[config.mk]
export PLATFORM = sky130hd
export DESIGN_NAME = bitmap_first_fit_allocator_core
export DESIGN_NICKNAME = d
export VERILOG_FILES = /design/src/sv/bffa_pkg.sv /design/src/sv/bitmap_first_fit_allocator_core.sv /design/src/sv/bffa_datapath.sv /design/src/sv/bffa_ctrl.sv
export SDC_FILE = /design/constraint.sdc
export NUM_CORES = 1
export LEC_CHECK = 0
export ABC_CLOCK_PERIOD_IN_PS = 16149
export CAP_MARGIN = 0
export CORE_MARGIN = 5
export CORE_UTILIZATION = 60
export CTS_CLUSTER_SIZE = 12
export DETAILED_ROUTE_END_ITERATION = 10
export DONT_BUFFER_PORTS = 1
export PLACE_DENSITY = 0.76
export SLEW_MARGIN = 20
export SYNTH_ARGS = -nofsm -noshare
export SYNTH_HDL_FRONTEND = slang
export SYNTH_SLANG_ARGS = --single-unit
export TNS_END_PERCENT = 10
[constraint.sdc]
create_clock -name aclk -period 16.15 [get_ports aclk]
set_clock_uncertainty 0.2 [all_clocks]
set_input_delay 2.4225 -clock aclk [delete_from_list [all_inputs] [get_ports aclk]]
set_output_delay 2.4225 -clock aclk [all_outputs]
set_load 0.05 [all_outputs]
[src/sv/bffa_pkg.sv]
package bffa_pkg;

    localparam int DEF_POOL_BYTES = 256;
    localparam int DEF_ELEM_BYTES = 24;
    localparam int ROW_BYTES      = 8;

    typedef enum logic [1:0] {
        REQ_ALLOC = 2'd0,
        REQ_FREE  = 2'd1,
        REQ_CLEAR = 2'd2
    } req_t;

    typedef enum logic [2:0] {
        ST_RST_CLR,
        ST_IDLE,
        ST_CLR,
        ST_SCAN,
        ST_MARK,
        ST_DONE
    } state_t;

    typedef struct packed {
        logic load;
        logic clr;
        logic scan;
        logic mark;
        logic out_load;
    } cmd_t;

    typedef struct packed {
        logic fits;
        logic free_ok;
        logic found;
        logic scan_last;
        logic mark_last;
        logic clr_last;
        logic out_free;
    } stat_t;

endpackage

[src/sv/bitmap_first_fit_allocator_core.sv]
// First-fit byte pool allocator, one occupancy bit per pool byte.
// Input channel (s_valid/s_ready): s_req_type 0 allocates one element, 1 frees the
// element at s_offset, 2 empties the map; code 3 is a no-op that reports failure.
// Result channel (m_valid/m_ready): exactly one transfer per request, m_ok and
// m_alloc_offset (offset of the new element, zero unless an allocate succeeded).
// The map sits in a RAM of 8-byte rows. One request is worked on at a time:
//   allocate: take the request, then a row scan, one row read per cycle,
//             that stops at the first fit (a run that crosses rows is tracked),
//             then a write of each row the element touches, then post the
//             result.
//   free:     take the request, write each row the element touches, post the result.
//   clear:    take the request, one row zeroed per cycle, then post the result.
// The scan over the RAM read port sets the allocate time.
// After reset a clearing pass over all ROWS rows (32 at 256 bytes) runs with s_ready low.
// The result sits in an output register, so the next request is taken while it
// waits; if the receiver stalls, the block finishes that request and then holds
// until the earlier result is taken.
module bitmap_first_fit_allocator_core
    import bffa_pkg::*;
#(
    parameter int POOL_BYTES = DEF_POOL_BYTES,
    parameter int ELEM_BYTES = DEF_ELEM_BYTES
) (
    input  logic       aclk,
    input  logic       aresetn,
    input  logic       s_valid,
    output logic       s_ready,
    input  logic [1:0] s_req_type,
    input  logic [7:0] s_offset,
    output logic       m_valid,
    input  logic       m_ready,
    output logic       m_ok,
    output logic [7:0] m_alloc_offset
);

    cmd_t  cmd;
    stat_t stat;

    bffa_ctrl u_ctrl (
        .aclk       (aclk),
        .aresetn    (aresetn),
        .s_valid    (s_valid),
        .s_ready    (s_ready),
        .s_req_type (s_req_type),
        .stat       (stat),
        .cmd        (cmd)
    );

    bffa_datapath #(
        .POOL_BYTES (POOL_BYTES),
        .ELEM_BYTES (ELEM_BYTES)
    ) u_datapath (
        .aclk           (aclk),
        .aresetn        (aresetn),
        .cmd            (cmd),
        .stat           (stat),
        .s_req_type     (s_req_type),
        .s_offset       (s_offset),
        .m_ready        (m_ready),
        .m_valid        (m_valid),
        .m_ok           (m_ok),
        .m_alloc_offset (m_alloc_offset)
    );

`ifndef SYNTH
    // one request in flight: a transfer in closes the input until its result is posted
    a_one_in_flight: assert property (@(posedge aclk) disable iff (!aresetn)
        (s_valid && s_ready) |=> !s_ready)
        else $error("input taken while a request is in flight");

    // a posted result never overwrites one still waiting
    a_no_overwrite: assert property (@(posedge aclk) disable iff (!aresetn)
        cmd.out_load |-> (!m_valid || m_ready))
        else $error("result register overwritten");

    a_one_cmd: assert property (@(posedge aclk) disable iff (!aresetn)
        $onehot0({cmd.load, cmd.clr, cmd.scan, cmd.mark, cmd.out_load}))
        else $error("conflicting datapath commands");

    a_fail_zero: assert property (@(posedge aclk) disable iff (!aresetn)
        (m_valid && !m_ok) |-> (m_alloc_offset == 8'd0))
        else $error("failed request carries an offset");
`endif

endmodule

[src/sv/bffa_datapath.sv]
module bffa_datapath
    import bffa_pkg::*;
#(
    parameter int POOL_BYTES = DEF_POOL_BYTES,
    parameter int ELEM_BYTES = DEF_ELEM_BYTES
) (
    input  logic       aclk,
    input  logic       aresetn,
    input  cmd_t       cmd,
    output stat_t      stat,
    input  logic [1:0] s_req_type,
    input  logic [7:0] s_offset,
    input  logic       m_ready,
    output logic       m_valid,
    output logic       m_ok,
    output logic [7:0] m_alloc_offset
);

    localparam int ROWS  = (POOL_BYTES + ROW_BYTES - 1) / ROW_BYTES;
    localparam int ROW_W = (ROWS > 1) ? $clog2(ROWS) : 1;
    localparam int COL_W = $clog2(ROW_BYTES);
    localparam int B_W   = ROW_W + COL_W;
    localparam int RC_W  = $clog2(ROWS + 1);
    localparam int CNT_W = $clog2(ELEM_BYTES + 1);
    localparam int CMP_W = ((B_W > 8) ? B_W : 8) + 1;
    localparam bit FITS  = (ELEM_BYTES <= POOL_BYTES);

    localparam logic [CMP_W-1:0] LAST_START = FITS ? CMP_W'(POOL_BYTES - ELEM_BYTES) : '0;
    localparam logic [B_W-1:0]   ELEM_M1    = B_W'(ELEM_BYTES - 1);
    localparam logic [B_W:0]     POOL_L     = (B_W + 1)'(POOL_BYTES);
    localparam logic [CNT_W-1:0] ELEM_C     = CNT_W'(ELEM_BYTES);
    localparam logic [RC_W-1:0]  ROWS_C     = RC_W'(ROWS);
    localparam logic [RC_W-1:0]  LAST_ROW_C = RC_W'(ROWS - 1);
    localparam logic [ROW_W-1:0] LAST_ROW_R = ROW_W'(ROWS - 1);

    logic [ROW_BYTES-1:0] map_mem [ROWS];

    logic [RC_W-1:0]      row_reg, row_next;
    logic [ROW_W-1:0]     rrow_reg, rrow_next;
    logic                 rvalid_reg, rvalid_next;
    logic [ROW_BYTES-1:0] rd_data_reg;
    logic [CNT_W-1:0]     run_reg, run_next;
    logic [B_W-1:0]       start_reg, start_next;
    logic [B_W-1:0]       end_reg, end_next;
    logic                 mark_val_reg, mark_val_next;
    logic                 res_ok_reg, res_ok_next;
    logic [7:0]           res_off_reg, res_off_next;
    logic                 m_valid_reg, m_valid_next;
    logic                 m_ok_reg, m_ok_next;
    logic [7:0]           m_off_reg, m_off_next;

    logic                 free_ok;
    logic [B_W-1:0]       offset_b;
    logic                 issue;
    logic                 rd_en;
    logic                 wr_en;
    logic                 wr_val;
    logic [ROW_BYTES-1:0] wr_mask;
    logic [ROW_BYTES-1:0] mark_mask;
    logic [CNT_W-1:0]     scan_run;
    logic                 scan_hit;
    logic [B_W-1:0]       scan_pos;
    logic [B_W-1:0]       found_start;
    logic [CMP_W-1:0]     found_start_ext;

    assign offset_b        = B_W'(s_offset);
    assign free_ok         = FITS && (CMP_W'(s_offset) <= LAST_START);
    assign issue           = row_reg < ROWS_C;
    assign found_start     = scan_pos - ELEM_M1;
    assign found_start_ext = CMP_W'(found_start);

    // walk one row of the map; run length carries over from the previous row
    always_comb begin
        logic [CNT_W-1:0] r;
        logic             hit;
        logic [B_W-1:0]   pos;
        logic [B_W-1:0]   bidx;
        r   = run_reg;
        hit = 1'b0;
        pos = '0;
        for (int j = 0; j < ROW_BYTES; j++) begin
            bidx = {rrow_reg, COL_W'(j)};
            if (!hit) begin
                if (rd_data_reg[j] || ({1'b0, bidx} >= POOL_L)) begin
                    r = '0;
                end else begin
                    r = r + 1'b1;
                end
                if (r == ELEM_C) begin
                    hit = 1'b1;
                    pos = bidx;
                end
            end
        end
        scan_run = r;
        scan_hit = hit;
        scan_pos = pos;
    end

    always_comb begin
        logic [B_W-1:0] bidx;
        for (int j = 0; j < ROW_BYTES; j++) begin
            bidx         = {row_reg[ROW_W-1:0], COL_W'(j)};
            mark_mask[j] = (bidx >= start_reg) && (bidx <= end_reg);
        end
    end

    assign stat.fits      = FITS;
    assign stat.free_ok   = free_ok;
    assign stat.found     = rvalid_reg && scan_hit;
    assign stat.scan_last = rvalid_reg && (rrow_reg == LAST_ROW_R);
    assign stat.mark_last = row_reg[ROW_W-1:0] == end_reg[B_W-1:COL_W];
    assign stat.clr_last  = row_reg == LAST_ROW_C;
    assign stat.out_free  = !m_valid_reg || m_ready;

    assign rd_en   = cmd.scan && issue;
    assign wr_en   = cmd.clr || cmd.mark;
    assign wr_val  = cmd.mark && mark_val_reg;
    assign wr_mask = cmd.clr ? '1 : mark_mask;

    always_ff @(posedge aclk) begin
        if (wr_en) begin
            for (int j = 0; j < ROW_BYTES; j++) begin
                if (wr_mask[j]) begin
                    map_mem[row_reg[ROW_W-1:0]][j] <= wr_val;
                end
            end
        end
        if (rd_en) begin
            rd_data_reg <= map_mem[row_reg[ROW_W-1:0]];
        end
    end

    always_comb begin
        row_next      = row_reg;
        rrow_next     = rrow_reg;
        rvalid_next   = rvalid_reg;
        run_next      = run_reg;
        start_next    = start_reg;
        end_next      = end_reg;
        mark_val_next = mark_val_reg;
        res_ok_next   = res_ok_reg;
        res_off_next  = res_off_reg;
        m_valid_next  = m_valid_reg;
        m_ok_next     = m_ok_reg;
        m_off_next    = m_off_reg;

        if (cmd.load) begin
            row_next      = (s_req_type == REQ_FREE) ? RC_W'(offset_b[B_W-1:COL_W]) : '0;
            rvalid_next   = 1'b0;
            run_next      = '0;
            start_next    = offset_b;
            end_next      = offset_b + ELEM_M1;
            mark_val_next = 1'b0;
            res_ok_next   = ((s_req_type == REQ_FREE) && free_ok) || (s_req_type == REQ_CLEAR);
            res_off_next  = '0;
        end

        if (cmd.scan) begin
            if (rvalid_reg && scan_hit) begin
                row_next      = RC_W'(found_start[B_W-1:COL_W]);
                rvalid_next   = 1'b0;
                start_next    = found_start;
                end_next      = scan_pos;
                mark_val_next = 1'b1;
                res_ok_next   = 1'b1;
                res_off_next  = found_start_ext[7:0];
            end else begin
                rvalid_next = issue;
                rrow_next   = row_reg[ROW_W-1:0];
                if (issue) begin
                    row_next = row_reg + 1'b1;
                end
                if (rvalid_reg) begin
                    run_next = scan_run;
                end
            end
        end

        if (cmd.clr || cmd.mark) begin
            row_next = row_reg + 1'b1;
        end

        if (cmd.out_load) begin
            m_valid_next = 1'b1;
            m_ok_next    = res_ok_reg;
            m_off_next   = res_off_reg;
        end else if (m_ready) begin
            m_valid_next = 1'b0;
        end
    end

    always_ff @(posedge aclk) begin
        if (!aresetn) begin
            row_reg     <= '0;
            rvalid_reg  <= 1'b0;
            m_valid_reg <= 1'b0;
        end else begin
            row_reg     <= row_next;
            rvalid_reg  <= rvalid_next;
            m_valid_reg <= m_valid_next;
        end
    end

    always_ff @(posedge aclk) begin
        rrow_reg     <= rrow_next;
        run_reg      <= run_next;
        start_reg    <= start_next;
        end_reg      <= end_next;
        mark_val_reg <= mark_val_next;
        res_ok_reg   <= res_ok_next;
        res_off_reg  <= res_off_next;
        m_ok_reg     <= m_ok_next;
        m_off_reg    <= m_off_next;
    end

    assign m_valid        = m_valid_reg;
    assign m_ok           = m_ok_reg;
    assign m_alloc_offset = m_off_reg;

endmodule

[src/sv/bffa_ctrl.sv]
module bffa_ctrl
    import bffa_pkg::*;
(
    input  logic       aclk,
    input  logic       aresetn,
    input  logic       s_valid,
    output logic       s_ready,
    input  logic [1:0] s_req_type,
    input  stat_t      stat,
    output cmd_t       cmd
);

    state_t state_reg, state_next;

    always_ff @(posedge aclk) begin
        if (!aresetn) begin
            state_reg <= ST_RST_CLR;
        end else begin
            state_reg <= state_next;
        end
    end

    always_comb begin
        state_next = state_reg;
        cmd        = '0;
        s_ready    = 1'b0;
        unique case (state_reg)
            ST_RST_CLR: begin
                cmd.clr = 1'b1;
                if (stat.clr_last) begin
                    state_next = ST_IDLE;
                end
            end
            ST_IDLE: begin
                s_ready = 1'b1;
                if (s_valid) begin
                    cmd.load = 1'b1;
                    unique case (s_req_type)
                        REQ_ALLOC: state_next = stat.fits ? ST_SCAN : ST_DONE;
                        REQ_FREE:  state_next = stat.free_ok ? ST_MARK : ST_DONE;
                        REQ_CLEAR: state_next = ST_CLR;
                        default:   state_next = ST_DONE;
                    endcase
                end
            end
            ST_CLR: begin
                cmd.clr = 1'b1;
                if (stat.clr_last) begin
                    state_next = ST_DONE;
                end
            end
            ST_SCAN: begin
                cmd.scan = 1'b1;
                if (stat.found) begin
                    state_next = ST_MARK;
                end else if (stat.scan_last) begin
                    state_next = ST_DONE;
                end
            end
            ST_MARK: begin
                cmd.mark = 1'b1;
                if (stat.mark_last) begin
                    state_next = ST_DONE;
                end
            end
            ST_DONE: begin
                if (stat.out_free) begin
                    cmd.out_load = 1'b1;
                    state_next   = ST_IDLE;
                end
            end
            default: begin
                state_next = ST_IDLE;
            end
        endcase
    end

endmodule
==> impl_summary.txt, run 1 <==
----------------------------------------------------
[Clock network]
  Clock sink count ... 320
  Clock buffers created by TritonCTS ... 35
  Post-cts sizing count ... 0
  Bufs on Longest Clock Path ... 3
  Register clock-pin slew on the reported worst setup and hold paths ... 0.06 ns
  Later-pin clock latency in the skew report ... 0.52 ns
  Number of buffers inserted to repair setup after CTS ... 0
  Number of H-tree levels ... 2
  CTS tree ... yes
  Hold-fix buffers at CTS ... 0
  Root Driver ... sky130_fd_sc_hd__clkbuf_16

[Global routing]
  Overflow left after global routing ... 0
  Number of global-route vias before repair ... 10944
  Largest net degree at the start of global routing ... 93
  Total GRT Usage ... 25.4%
  Wire length of the first global-routing pass ... 61500 um
  Antenna violations before repair ... 0

[Synthesis]
  Average size of a mapped cell ... 11.6 um^2
  Cell count after synthesis ... 1420
  Number of distinct library cell variants in the gate-level netlist after synthesis ... 98
  Post-Syn Area ... 16500 um^2
  Total of warnings raised by yosys ... 0
  EDFF count, synth ... 278
  Most common flop cell mapped by yosys ... sky130_fd_sc_hd__edfxtp_1
  Sequential fraction of the synthesis area ... 55.8%
  Net count of the mapped netlist ... 1462
  Number of synthesized register bits ... 320
  Asr flop ratio synth ... 0%

[Pwr]
  Internal Dissipation ... 0.00135 W
  Share of total power in combinational logic ... 3.7%
  Pwr dens ... 96.2 nW/um^2
  Total leakage power ... 6.43 nW
  Clock share of power ... 43.3%
  Total power after layout ... 0.00171 W
  Switching Share ... 21.1%
  Net switching component of the power ... 0.000360 W
  Peak ir drop on the vdd network ... 91.5 uV
  Sequential power share ... 53.0%

[STA]
  RSZ-0062 raised after global routing ... no
  Aggregate negative setup slack ... 0 ns
  Final hold violations ... 0
  Number of endpoints failing setup at the final stage ... 0
  Post-route minimum period ... 9.82 ns
  Final-report max-slew violation count ... 0
  Max Fclk ... 102 MHz
  Slew HR ... 24.7%
  Crit share post-route ... 60.8%
  Worst Hold Margin ... 0.228 ns
  Slew at the pin closest to its max-slew limit ... 1.13 ns

[Floorplanning]
  Floorplan die width ... 176 um
  Effective utilization at floorplan ... 61.1%
  Number of top-level design ports ... 25
  Area of the core ... 27000 um^2
  Chip Height ... 176 um
  Area of the die ... 30800 um^2
  Cell Rows ... 60

[Status]
  Outcome ... completed

[Place]
  DP HPWL ... 25500 um
  Port bufs ... 0
  Placement-stage cell area ... 16700 um^2
  Placer Congestion ... 0.892

[Min path]
  Hold Path Origin ... u_datapath.res_off_reg[7]
  Worst hold-check path type ... reg2reg
  Worst Hold End ... u_datapath.m_alloc_offset[7]
  Hold Path Depth ... 0

[Final layout]
  Fraction of layout instances using a drive strength above 1 ... 12.4%
  Max FFs per register ... 256
  Synth-to-Final Area Change ... 7.93%
  Antenna fix cells ... 0
  Final standard cell area without fillers ... 17800 um^2
  Number of fill cells ... 1965
  Number of nets in the layout ... 1429
  Leading cell types in the layout, fill and taps excluded ... 317 x sky130_fd_sc_hd__nor2_1, 278 x sky130_fd_sc_hd__edfxtp_1, 92 x sky130_fd_sc_hd__nand2_1
  Most common library cell in the layout ignoring fill and taps ... sky130_fd_sc_hd__nor2_1
  Final core utilization ... 65.9%

[Worst setup path]
  Most used cell, CP ... sky130_fd_sc_hd__ha_1
  Endpoint of the worst-slack reg-to-reg timing path ... u_datapath.row_reg[3]
  Kind of start point of the critical path ... register
  Data arrival, critical path ... 10.01 ns
  Cell class contributing the biggest share of worst-path delay ... compound AO/OA/AOI/OAI gates
  Launching point of the worst reg2reg path ... u_datapath.rd_data_reg[0]
  Largest stage delay, worst path ... 0.63 ns
  Worst reg-to-reg setup slack ... 6.33 ns
  Maximum fanout along the worst path ... 16
  Worst setup path category ... reg2reg
  Depth of the most critical reg-to-reg path ... 37
  Data required time of the critical path ... 16.34 ns
  Worst-path cell with the longest stage delay ... sky130_fd_sc_hd__edfxtp_1
  Buf+Inv Stages, Crit Path ... 5
  Critical Path End Type ... register

[Route]
  DRC violations left ... 0
  Antenna Nets Post-Route ... 0
  Via count normalized by instance count ... 6.65
  Total length of routed met3 wires ... 3080 um
  Routed len/inst ... 22.7 um
  Aggregate routed wire length ... 39600 um
  Met2 wire len ... 19300 um
  Vias ... 11601
  Uppermost layer routed ... met4
  Initial DRT Pass Iterations ... 5
  Number of DRC violations after detailed-routing iteration 0 ... 1308
  Met1 Routed Length ... 15700 um

[Run]
  Max-cap viol count ... 0

----------------------------------------------------
-- worst reg2reg max path, delay by kind of cell, from the launching register on --
family / cells / cell delay (ns)
compound gates: 17 / 4.54
xor+xnor: 2 / 0.53
fa+ha+maj: 5 / 1.27
buf+inv: 5 / 0.80
flops: 1 / 0.63
mux: 1 / 0.28
simple gates: 7 / 1.46
-- metrics by stage --
stage	instances	setup slack (ns)
global route	1745	5.49
floorplan	1420	8.00
finish	1745	6.33
detailed placement	1691	6.58
global placement	1691	6.77
CTS	1745	6.50
-- layout make-up --
type / instances / area [um^2] / share of cell area [%]
flip-flops and latches: 320 / 9200 / 51.8
inverters: 43 / 161 / 0.908
well taps: 341 / 427 / 2.40
clock inverters: 10 / 97.6 / 0.549
clock buffers: 44 / 940 / 5.29
multi-input cells: 974 / 6850 / 38.5
repair buffers: 13 / 97.6 / 0.549
-- synthesized netlist by cell type, types with 6 or more instances --
master	count	area share [%]
sky130_fd_sc_hd__and2_1	16	0.61
sky130_fd_sc_hd__buf_1	9	0.21
sky130_fd_sc_hd__nor2b_1	14	0.53
sky130_fd_sc_hd__nor3_1	16	0.49
sky130_fd_sc_hd__o211ai_1	6	0.27
sky130_fd_sc_hd__mux4_2	64	8.8
sky130_fd_sc_hd__a21o_1	13	0.59
sky130_fd_sc_hd__mux2i_1	14	0.85
sky130_fd_sc_hd__inv_1	42	0.96
sky130_fd_sc_hd__and3_1	9	0.34
sky130_fd_sc_hd__ha_1	28	2.1
sky130_fd_sc_hd__nand4_1	10	0.38
sky130_fd_sc_hd__dfxtp_1	42	5.1
sky130_fd_sc_hd__a21oi_1	49	1.5
sky130_fd_sc_hd__nand2b_1	13	0.49
sky130_fd_sc_hd__nor2_1	317	7.2
sky130_fd_sc_hd__nand3_1	43	1.3
sky130_fd_sc_hd__nor4_1	6	0.23
sky130_fd_sc_hd__o21ai_1	13	0.40
sky130_fd_sc_hd__o22ai_1	9	0.34
sky130_fd_sc_hd__a211oi_1	8	0.36
sky130_fd_sc_hd__clkbuf_1	63	1.4
sky130_fd_sc_hd__nand2_1	92	2.1
sky130_fd_sc_hd__edfxtp_1	278	51
sky130_fd_sc_hd__a31oi_1	17	0.65
sky130_fd_sc_hd__o21ai_0	46	1.4
sky130_fd_sc_hd__xor2_1	7	0.37
sky130_fd_sc_hd__a221oi_1	31	1.6
sky130_fd_sc_hd__o31ai_1	10	0.46
sky130_fd_sc_hd__xnor2_1	11	0.59
-- power by group through the flow --
stage	sequential, W	combinational (W)	clock (W)
floorplan	0.000915	0.0000505	0
CTS	0.000907	0.0000618	0.000747
global route	0.000908	0.0000670	0.000789
global placement	0.000923	0.0000595	0
finish	0.000907	0.0000629	0.000740
detailed placement	0.000924	0.0000610	0
-- cells by family (layout without fill, tap and decap cells) --
logic type                 Yosys count  count (layout)  share of synthesized area [%]
buffers and inverters              126             110                           3.09
adders and majority gates           28              28                           2.13
AOI/OAI and AO/OA                  271             271                           11.8
DFF                                320             320                           55.8
and+or+nand+nor                    567             567                           15.3
xor gates and xnor gates            25              25                           1.84
muxes                               83              83                           10.0
-- per-layer routing --
metal,GRT usage [%],vias up
met5,0,-
met4,8.74,0
met3,3.85,95
li1,-,5242
met2,42.1,533
met1,34.8,5731
-- worst max-delay path by stage --
| stage | endpoint | cells after the start | from |
|---|---|---|---|
| 3_3_place_gp | u_datapath.row_reg[3] | 37 | u_datapath.rd_data_reg[0] |
| 6_report | u_datapath.row_reg[3] | 37 | u_datapath.rd_data_reg[0] |
| 2_1_floorplan | u_datapath.row_reg[3] | 40 | u_datapath.run_reg[0] |
| 3_5_place_dp | u_datapath.row_reg[3] | 37 | u_datapath.rd_data_reg[0] |
| 5_1_grt | u_datapath.row_reg[3] | 37 | u_datapath.rd_data_reg[0] |
| 4_1_cts | u_datapath.row_reg[3] | 37 | u_datapath.rd_data_reg[0] |
Power figures use the tool's default switching activity.
==> run 2, diff against run 1 <==
--- a/config.mk
+++ b/config.mk
@@ -5,7 +5,7 @@
 export SDC_FILE = /design/constraint.sdc
 export NUM_CORES = 1
 export LEC_CHECK = 0
-export ABC_CLOCK_PERIOD_IN_PS = 16149
+export ABC_CLOCK_PERIOD_IN_PS = 9400
 export CAP_MARGIN = 0
 export CORE_MARGIN = 5
 export CORE_UTILIZATION = 60
==> constraint.sdc (replaced) <==
create_clock -name aclk -period 9.4 [get_ports aclk]
set_clock_uncertainty 0.2 [all_clocks]
set_input_delay 1.41 -clock aclk [delete_from_list [all_inputs] [get_ports aclk]]
set_output_delay 1.41 -clock aclk [all_outputs]
set_load 0.05 [all_outputs]
==> run 2 against run 1 <==
Non-clock buffer count increased by 5. Critical path type unchanged. Critical path depth rose by 2. Routed wire length fell by 0.68%. Via count shrank 0.29%. Cell area rose by 0.55%. Largest cell class unchanged.
==> impl_summary.txt, run 2 (synthesized netlist as in run 1, its figures left out) <==
----------------------------------------------------
[Status]
  Outcome ... completed

[Floorplanning]
  Cell Rows ... 60 (unchanged)
  Number of top-level design ports ... 25 (unchanged)
  Effective utilization at floorplan ... 61.1% (unchanged)
  Area of the core ... 27000 um^2 (unchanged)
  Floorplan die width ... 176 um (unchanged)
  Chip Height ... 176 um (unchanged)
  Area of the die ... 30800 um^2 (unchanged)

[Place]
  Port bufs ... 0 (unchanged)
  Placer Congestion ... 0.889 (-0.34%)
  DP HPWL ... 25700 um (+0.82%)
  Pre-CTS WS ... 0.0904 ns (-6.49 ns)

[Worst setup path]
  Data arrival, critical path ... 9.04 ns (-0.97 ns)
  Worst setup path category ... reg2reg
  Maximum fanout along the worst path ... 11 (-5)
  Most used cell, CP ... sky130_fd_sc_hd__ha_1
  Data required time of the critical path ... 9.62 ns (-6.72 ns)
  Kind of start point of the critical path ... register
  Critical Path End Type ... register
  Largest stage delay, worst path ... 0.57 ns (-0.06 ns)
  Worst-path cell with the longest stage delay ... sky130_fd_sc_hd__a2111oi_0

[Global routing]
  Overflow left after global routing ... 0 (unchanged)
  Met3 global-route usage ... 3.21% (-0.65 points)
  Met1 usage ... 35.1% (+0.28 points)
  Total GRT Usage ... 25.6% (+0.15 points)
  Wire length of the first global-routing pass ... 62400 um (+1.3%)
  Met2 usage ... 42.5% (+0.43 points)
  Most used routing layer ... met2
  Number of global-route vias before repair ... 11286 (+3.1%)
  Largest net degree at the start of global routing ... 147 (+58%)
  Antenna violations before repair ... 0 (unchanged)

[STA]
  Final-report max-slew violation count ... 0 (unchanged)
  Post-route minimum period ... 8.83 ns (-0.993 ns)
  Slew HR ... 25.4% (+0.72 points)
  Crit share post-route ... 93.9% (+33 points)
  Post-layout worst setup margin ... 0.575 ns (-5.76 ns)
  Number of endpoints failing setup at the final stage ... 0 (unchanged)
  Max Fclk ... 113 MHz (+11%)
  Final hold violations ... 0 (unchanged)
  RSZ-0062 raised after global routing ... no
  Slew at the pin closest to its max-slew limit ... 1.12 ns (-0.0109 ns)
  Aggregate negative setup slack ... 0 ns (unchanged)

[Clock network]
  Bufs on Longest Clock Path ... 3 (unchanged)
  Later-pin clock latency in the skew report ... 0.53 ns (about the same)
  CTS tree ... yes
  Number of H-tree levels ... 2 (unchanged)
  Clock sink count ... 320 (unchanged)
  Hold-fix buffers at CTS ... 0 (unchanged)
  Clock buffers created by TritonCTS ... 35 (unchanged)
  Register clock-pin slew on the reported worst setup and hold paths ... 0.06 ns (about the same)
  Root Driver ... sky130_fd_sc_hd__clkbuf_16

[Final layout]
  Most common library cell in the layout ignoring fill and taps ... sky130_fd_sc_hd__nor2_1
  Leading cell types in the layout, fill and taps excluded ... 316 x sky130_fd_sc_hd__nor2_1, 278 x sky130_fd_sc_hd__edfxtp_1, 92 x sky130_fd_sc_hd__nand2_1
  Synth-to-Final Area Change ... 8.53%
  Number of fill cells ... 1991 (+1.3%)
  Antenna fix cells ... 0 (unchanged)
  Fraction of layout instances using a drive strength above 1 ... 13.1% (+0.69 points)
  Max FFs per register ... 256 (unchanged)
  Number of nets in the layout ... 1434 (+0.35%)
  Final core utilization ... 66.3% (+0.36 points)

[Route]
  Aggregate routed wire length ... 39300 um (-0.68%)
  Initial DRT Pass Iterations ... 8 (+3)
  DRC violations left ... 0 (unchanged)
  Vias ... 11567 (-0.29%)
  Number of DRC violations after detailed-routing iteration 0 ... 1315 (+0.54%)
  Via count normalized by instance count ... 6.59 (-0.86%)
  Antenna Nets Post-Route ... 0 (unchanged)
  Routed len/inst ... 22.4 um (-1.2%)

[Pwr]
  Pwr dens ... 165 nW/um^2 (+72%)
  Total leakage power ... 6.89 nW (+7.1%)
  Peak ir drop on the vdd network ... 186 uV (+100%)

[Run]
  Max-cap viol count ... 0 (unchanged)

[Min path]
  Worst hold-check path type ... reg2reg

----------------------------------------------------
run 2: what timing repair did:
action                                  4_1_cts  5_1_grt
endpoints found under the setup margin        0       31
gates resized for setup                       0        6
setup buffers                                 0        4
run 2: metrics by stage:
| stage | total power, W | hold slack (ns) | instance area [um^2] | instances |
|---|---|---|---|---|
| floorplan | 0.00166 | 0.208 | 16500 | 1420 |
| global placement | 0.00168 | 0.214 | 16700 | 1692 |
| detailed placement | 0.00169 | 0.217 | 16700 | 1692 |
| CTS | 0.00297 | 0.232 | 17800 | 1751 |
| global route | 0.00305 | 0.248 | 17900 | 1755 |
| finish | 0.00295 | 0.230 | 17900 | 1755 |
run 2: final timing paths:
check	from	cells after the start	slack (ns)	to
worst max-delay path	u_datapath.run_reg[0]	39	0.57	u_datapath.row_reg[3]
worst max register to register	u_datapath.run_reg[0]	39	0.57	u_datapath.row_reg[3]
worst min register to register	u_datapath.res_off_reg[7]	0	0.23	u_datapath.m_alloc_offset[7]
worst min-delay path	u_datapath.res_off_reg[7]	0	0.23	u_datapath.m_alloc_offset[7]
run 2: final cells by class:
cell class / instances / area, um^2 / area share [%]
Inverter: 43 / 161 / 0.903
Multi-Input combinational cell: 974 / 6880 / 38.5
Timing Repair Buffer: 18 / 139 / 0.777
Sequential cell: 320 / 9200 / 51.5
Tap cell: 341 / 427 / 2.39
Clock buffer: 47 / 941 / 5.27
Clock inverter: 12 / 123 / 0.686
run 2: layer usage:
metal / vias up / part of all wire [%]
met5: - / 0
met4: 0 / 3.5
met3: 88 / 7.2
met2: 527 / 50
met1: 5700 / 40
li1: 5252 / -
run 2: power by group:
group / total, W / switching (W) / internal [W]
registers: 0.00156 / 0.0000172 / 0.00154
clock network: 0.00129 / 0.000534 / 0.000758
logic: 0.000104 / 0.0000602 / 0.0000440
total: 0.00295 / 0.000611 / 0.00234
run 2: critical path, delay by kind of cell, from the launching register on:
family	cells	cell delay [ns]
compound gates	16	3.74
buf+inv	4	0.42
xor+xnor	1	0.16
fa+ha+maj	7	1.79
simple gates	11	1.92
flops	1	0.48
==> run 3, diff against run 2 <==
--- a/config.mk
+++ b/config.mk
@@ -5,7 +5,7 @@
 export SDC_FILE = /design/constraint.sdc
 export NUM_CORES = 1
 export LEC_CHECK = 0
-export ABC_CLOCK_PERIOD_IN_PS = 9400
+export ABC_AREA = 1
 export CAP_MARGIN = 0
 export CORE_MARGIN = 5
 export CORE_UTILIZATION = 60
==> run 3 against run 2 <==
Synthesized cell count increased by 23%. Critical path depth increased by 9. Routed wire length decreased by 0.70%. Global-route usage decreased by 0.17 points. Non-clock buffer count decreased by 4. Largest cell class unchanged. Highest routed layer unchanged.
==> impl_summary.txt, run 3 <==
----------------------------------------------------
[Status]
  Outcome ... completed

[Synthesis]
  Asr flop ratio synth ... 0% (unchanged)
  Cell count after synthesis ... 1747 (+23%)
  Most common flop cell mapped by yosys ... sky130_fd_sc_hd__edfxtp_1
  Net count of the mapped netlist ... 1789 (+22%)
  Post-Syn Area ... 16100 um^2 (-2.4%)
  Area share of xor/xnor cells in the synthesized design ... 0.109% (-1.7 points)
  Proportion of netlist area held by the largest area contributor ... 52.0% (+1.2 points)
  Number of synthesized register bits ... 320 (unchanged)
  Sequential fraction of the synthesis area ... 57.2% (+1.4 points)
  Average size of a mapped cell ... 9.20 um^2 (-21%)
  Total of warnings raised by yosys ... 0 (unchanged)
  Post-Synth Adder-Cell Area ... 2.18% (+0.052 points)
  Dominant combinational cell family by area after synthesis ... simple AND/OR/NAND/NOR gates
  Post-synthesis simple-gate area fraction ... 22.0% (+6.7 points)
  Post-synthesis cell type with the largest combined area ... sky130_fd_sc_hd__edfxtp_1
  Number of distinct library cell variants in the gate-level netlist after synthesis ... 52 (-47%)
  Post-synthesis mux area share ... 0% (-10 points)
  Share of the synthesized area in compound gates (AO/OA/AOI/OAI) ... 13.3% (+1.5 points)
  Most instantiated cells after synthesis ... 457 x sky130_fd_sc_hd__nor2_1, 278 x sky130_fd_sc_hd__edfxtp_1, 215 x sky130_fd_sc_hd__nand2_1
  EDFF count, synth ... 278 (unchanged)
  Leading post-synthesis cells by cell area ... sky130_fd_sc_hd__edfxtp_1 52%, sky130_fd_sc_hd__nor2_1 11%, sky130_fd_sc_hd__o21ai_0 5.4%, sky130_fd_sc_hd__dfxtp_1 5.2%, sky130_fd_sc_hd__nand2_1 5.0%
  Most common cell in the netlist ... sky130_fd_sc_hd__nor2_1

[STA]
  Final hold violations ... 0 (unchanged)
  Number of endpoints failing setup at the final stage ... 0 (unchanged)
  Max Fclk ... 148 MHz (+31%)
  RSZ-0062 raised after global routing ... no
  Post-layout worst setup margin ... 2.65 ns (+2.08 ns)
  Final-report max-slew violation count ... 0 (unchanged)
  Post-route minimum period ... 6.75 ns (-2.08 ns)
  Slew HR ... 24.7% (-0.70 points)
  Aggregate negative setup slack ... 0 ns (unchanged)
  Slew at the pin closest to its max-slew limit ... 1.13 ns (+0.0105 ns)
  Crit share post-route ... 71.8% (-22 points)

[Clock network]
  Number of buffers inserted to repair setup after CTS ... 0 (unchanged)
  Number of H-tree levels ... 2 (unchanged)
  Bufs on Longest Clock Path ... 3 (unchanged)
  Root Driver ... sky130_fd_sc_hd__clkbuf_16
  Post-cts sizing count ... 0 (unchanged)
  Register clock-pin slew on the reported worst setup and hold paths ... 0.06 ns (about the same)
  Clock buffers created by TritonCTS ... 34 (-2.9%)
  CTS tree ... yes
  Later-pin clock latency in the skew report ... 0.53 ns (about the same)
  Clock sink count ... 320 (unchanged)
  Hold-fix buffers at CTS ... 0 (unchanged)

[Final layout]
  Area taken by multi-input logic gates ... 6140 um^2 (-11%)
  Antenna fix cells ... 0 (unchanged)
  Max FFs per register ... 256 (unchanged)
  Number of fill cells ... 2123 (+6.6%)
  Most common library cell in the layout ignoring fill and taps ... sky130_fd_sc_hd__nor2_1
  Synth-to-Final Area Change ... 8.25%
  Number of nets in the layout ... 1751 (+22%)
  FF/Latch Area ... 9190 um^2 (about the same)
  Leading cell types in the layout, fill and taps excluded ... 455 x sky130_fd_sc_hd__nor2_1, 278 x sky130_fd_sc_hd__edfxtp_1, 215 x sky130_fd_sc_hd__nand2_1
  Fraction of layout instances using a drive strength above 1 ... 8.68% (-4.4 points)

[Route]
  Antenna Nets Post-Route ... 0 (unchanged)
  Vias ... 12589 (+8.8%)
  Initial DRT Pass Iterations ... 6 (-2)
  Aggregate routed wire length ... 39000 um (-0.70%)
  DRC violations left ... 0 (unchanged)
  Routed len/inst ... 18.9 um (-16%)
  Via count normalized by instance count ... 6.08 (-7.7%)
  Number of DRC violations after detailed-routing iteration 0 ... 1678 (+28%)

[Worst setup path]
  Data arrival, critical path ... 7.00 ns (-2.04 ns)
  Most used cell, CP ... sky130_fd_sc_hd__nand2_1
  Buf+Inv Stages, Crit Path ... 9 (+5)
  Worst-path cell with the longest stage delay ... sky130_fd_sc_hd__dfxtp_1
  Data required time of the critical path ... 9.65 ns (+0.03 ns)
  Worst setup path category ... reg2reg
  Largest stage delay, worst path ... 0.35 ns (-0.22 ns)
  Cell class contributing the biggest share of worst-path delay ... simple AND/OR/NAND/NOR gates
  Logic depth of the worst setup path including buffers ... 48 (+23%)
  Depth of the most critical reg-to-reg path ... 48 (+23%)
  Critical Path End Type ... register
  Maximum fanout along the worst path ... 22 (+11)
  Kind of start point of the critical path ... register

[Global routing]
  Number of global-route vias before repair ... 11772 (+4.3%)
  Wire length of the first global-routing pass ... 62400 um (about the same)
  Total GRT Usage ... 25.4% (-0.17 points)
  Largest net degree at the start of global routing ... 132 (-10%)
  Antenna violations before repair ... 0 (unchanged)
  Overflow left after global routing ... 0 (unchanged)

[Pwr]
  Peak ir drop on the vdd network ... 156 uV (-16%)
  Total leakage power ... 6.71 nW (-2.6%)
  Pwr dens ... 184 nW/um^2 (+12%)

[Min path]
  Worst hold-check path type ... reg2reg
  Hold Path Depth ... 0 (unchanged)

[Place]
  Pre-CTS WS ... 2.67 ns (+2.58 ns)
  Port bufs ... 0 (unchanged)
  Placer Congestion ... 0.903 (+1.5%)
  DP HPWL ... 24100 um (-6.5%)

[Run]
  Max-cap viol count ... 0 (unchanged)

[Floorplanning]
  Area of the core ... 26700 um^2 (-1.1%)
  Effective utilization at floorplan ... 60.3% (-0.79 points)
  Area of the die ... 30200 um^2 (-2.3%)
  Number of top-level design ports ... 25 (unchanged)
  Floorplan die width ... 174 um (-1.1%)
  Chip Height ... 174 um (-1.1%)
  Cell Rows ... 60 (unchanged)

----------------------------------------------------
[run 3: cell types whose count changed after synthesis, moves of 16 or more]
cell                       change
sky130_fd_sc_hd__o22ai_1      +63
sky130_fd_sc_hd__and2_1       -16
sky130_fd_sc_hd__nor2_1      +140
sky130_fd_sc_hd__nand2_2      +21
sky130_fd_sc_hd__nand2_1     +123
sky130_fd_sc_hd__a221oi_1     -16
sky130_fd_sc_hd__o21ai_0     +126
sky130_fd_sc_hd__nand3_1      +26
sky130_fd_sc_hd__a22o_1       +16
sky130_fd_sc_hd__a21oi_1      -19
sky130_fd_sc_hd__inv_1        +73
sky130_fd_sc_hd__mux4_2       -64
[run 3: worst paths after layout]
kind / start / to / slack [ns]
max: u_datapath.run_reg[0] / u_datapath.row_reg[1] / 2.65
min: u_datapath.res_off_reg[5] / u_datapath.m_alloc_offset[5] / 0.23
max reg2reg: u_datapath.run_reg[0] / u_datapath.row_reg[1] / 2.65
min reg2reg: u_datapath.res_off_reg[5] / u_datapath.m_alloc_offset[5] / 0.23
[run 3: per-stage QoR]
| step | total power, W | instances | hold WS, ns | cell area [um^2] | util (%) |
|---|---|---|---|---|---|
| 2_1_floorplan | 0.00189 | 1747 | 0.209 | 16100 | - |
| 4_1_cts | 0.00322 | 2068 | 0.234 | 17400 | 65.1 |
| 3_5_place_dp | 0.00198 | 2013 | 0.216 | 16300 | 61.3 |
| 5_1_grt | 0.00333 | 2069 | 0.247 | 17400 | 65.3 |
| 6_report | 0.00321 | 2069 | 0.231 | 17400 | 65.3 |
| 3_3_place_gp | 0.00198 | 2013 | 0.215 | 16300 | 61.3 |
[run 3: logic make-up (layout without fill, tap and decap cells)]
family	count (synthesis)	count (layout)
xor gates and xnor gates	2	2
adders and majority gates	28	28
AOI/OAI and AO/OA	358	358
buffers and inverters	214	195
DFF	320	320
and+or+nand+nor	825	825
[run 3: layout make-up]
class                      instances  share of cell area [%]
timing repair buffer              14                   0.762
inverter                         126                    2.75
clock buffer                      46                    5.27
clock inverter                     9                   0.611
sequential                       320                    52.9
tap                              341                    2.45
multi-input combinational       1213                    35.3
[run 3: routing by layer]
| layer | global-route usage [%] | up-vias | wire length (um) |
|---|---|---|---|
| met1 | 35.3 | 5989 | 16300 |
| met3 | 3.16 | 85 | 3000 |
| met4 | 9.07 | 0 | 1180 |
| li1 | - | 5950 | - |
| met2 | 41.7 | 565 | 18600 |
| met5 | 0 | - | 0 |
[run 3: report_power, final]
part | leakage [nW] | internal, W | total, W | switching (W)
Sequential | 2.72 | 0.00158 | 0.00161 | 0.0000304
Combinational | 3.50 | 0.000117 | 0.000355 | 0.000238
Clock | 0.495 | 0.000713 | 0.00124 | 0.000530
Total | 6.71 | 0.00241 | 0.00321 | 0.000799
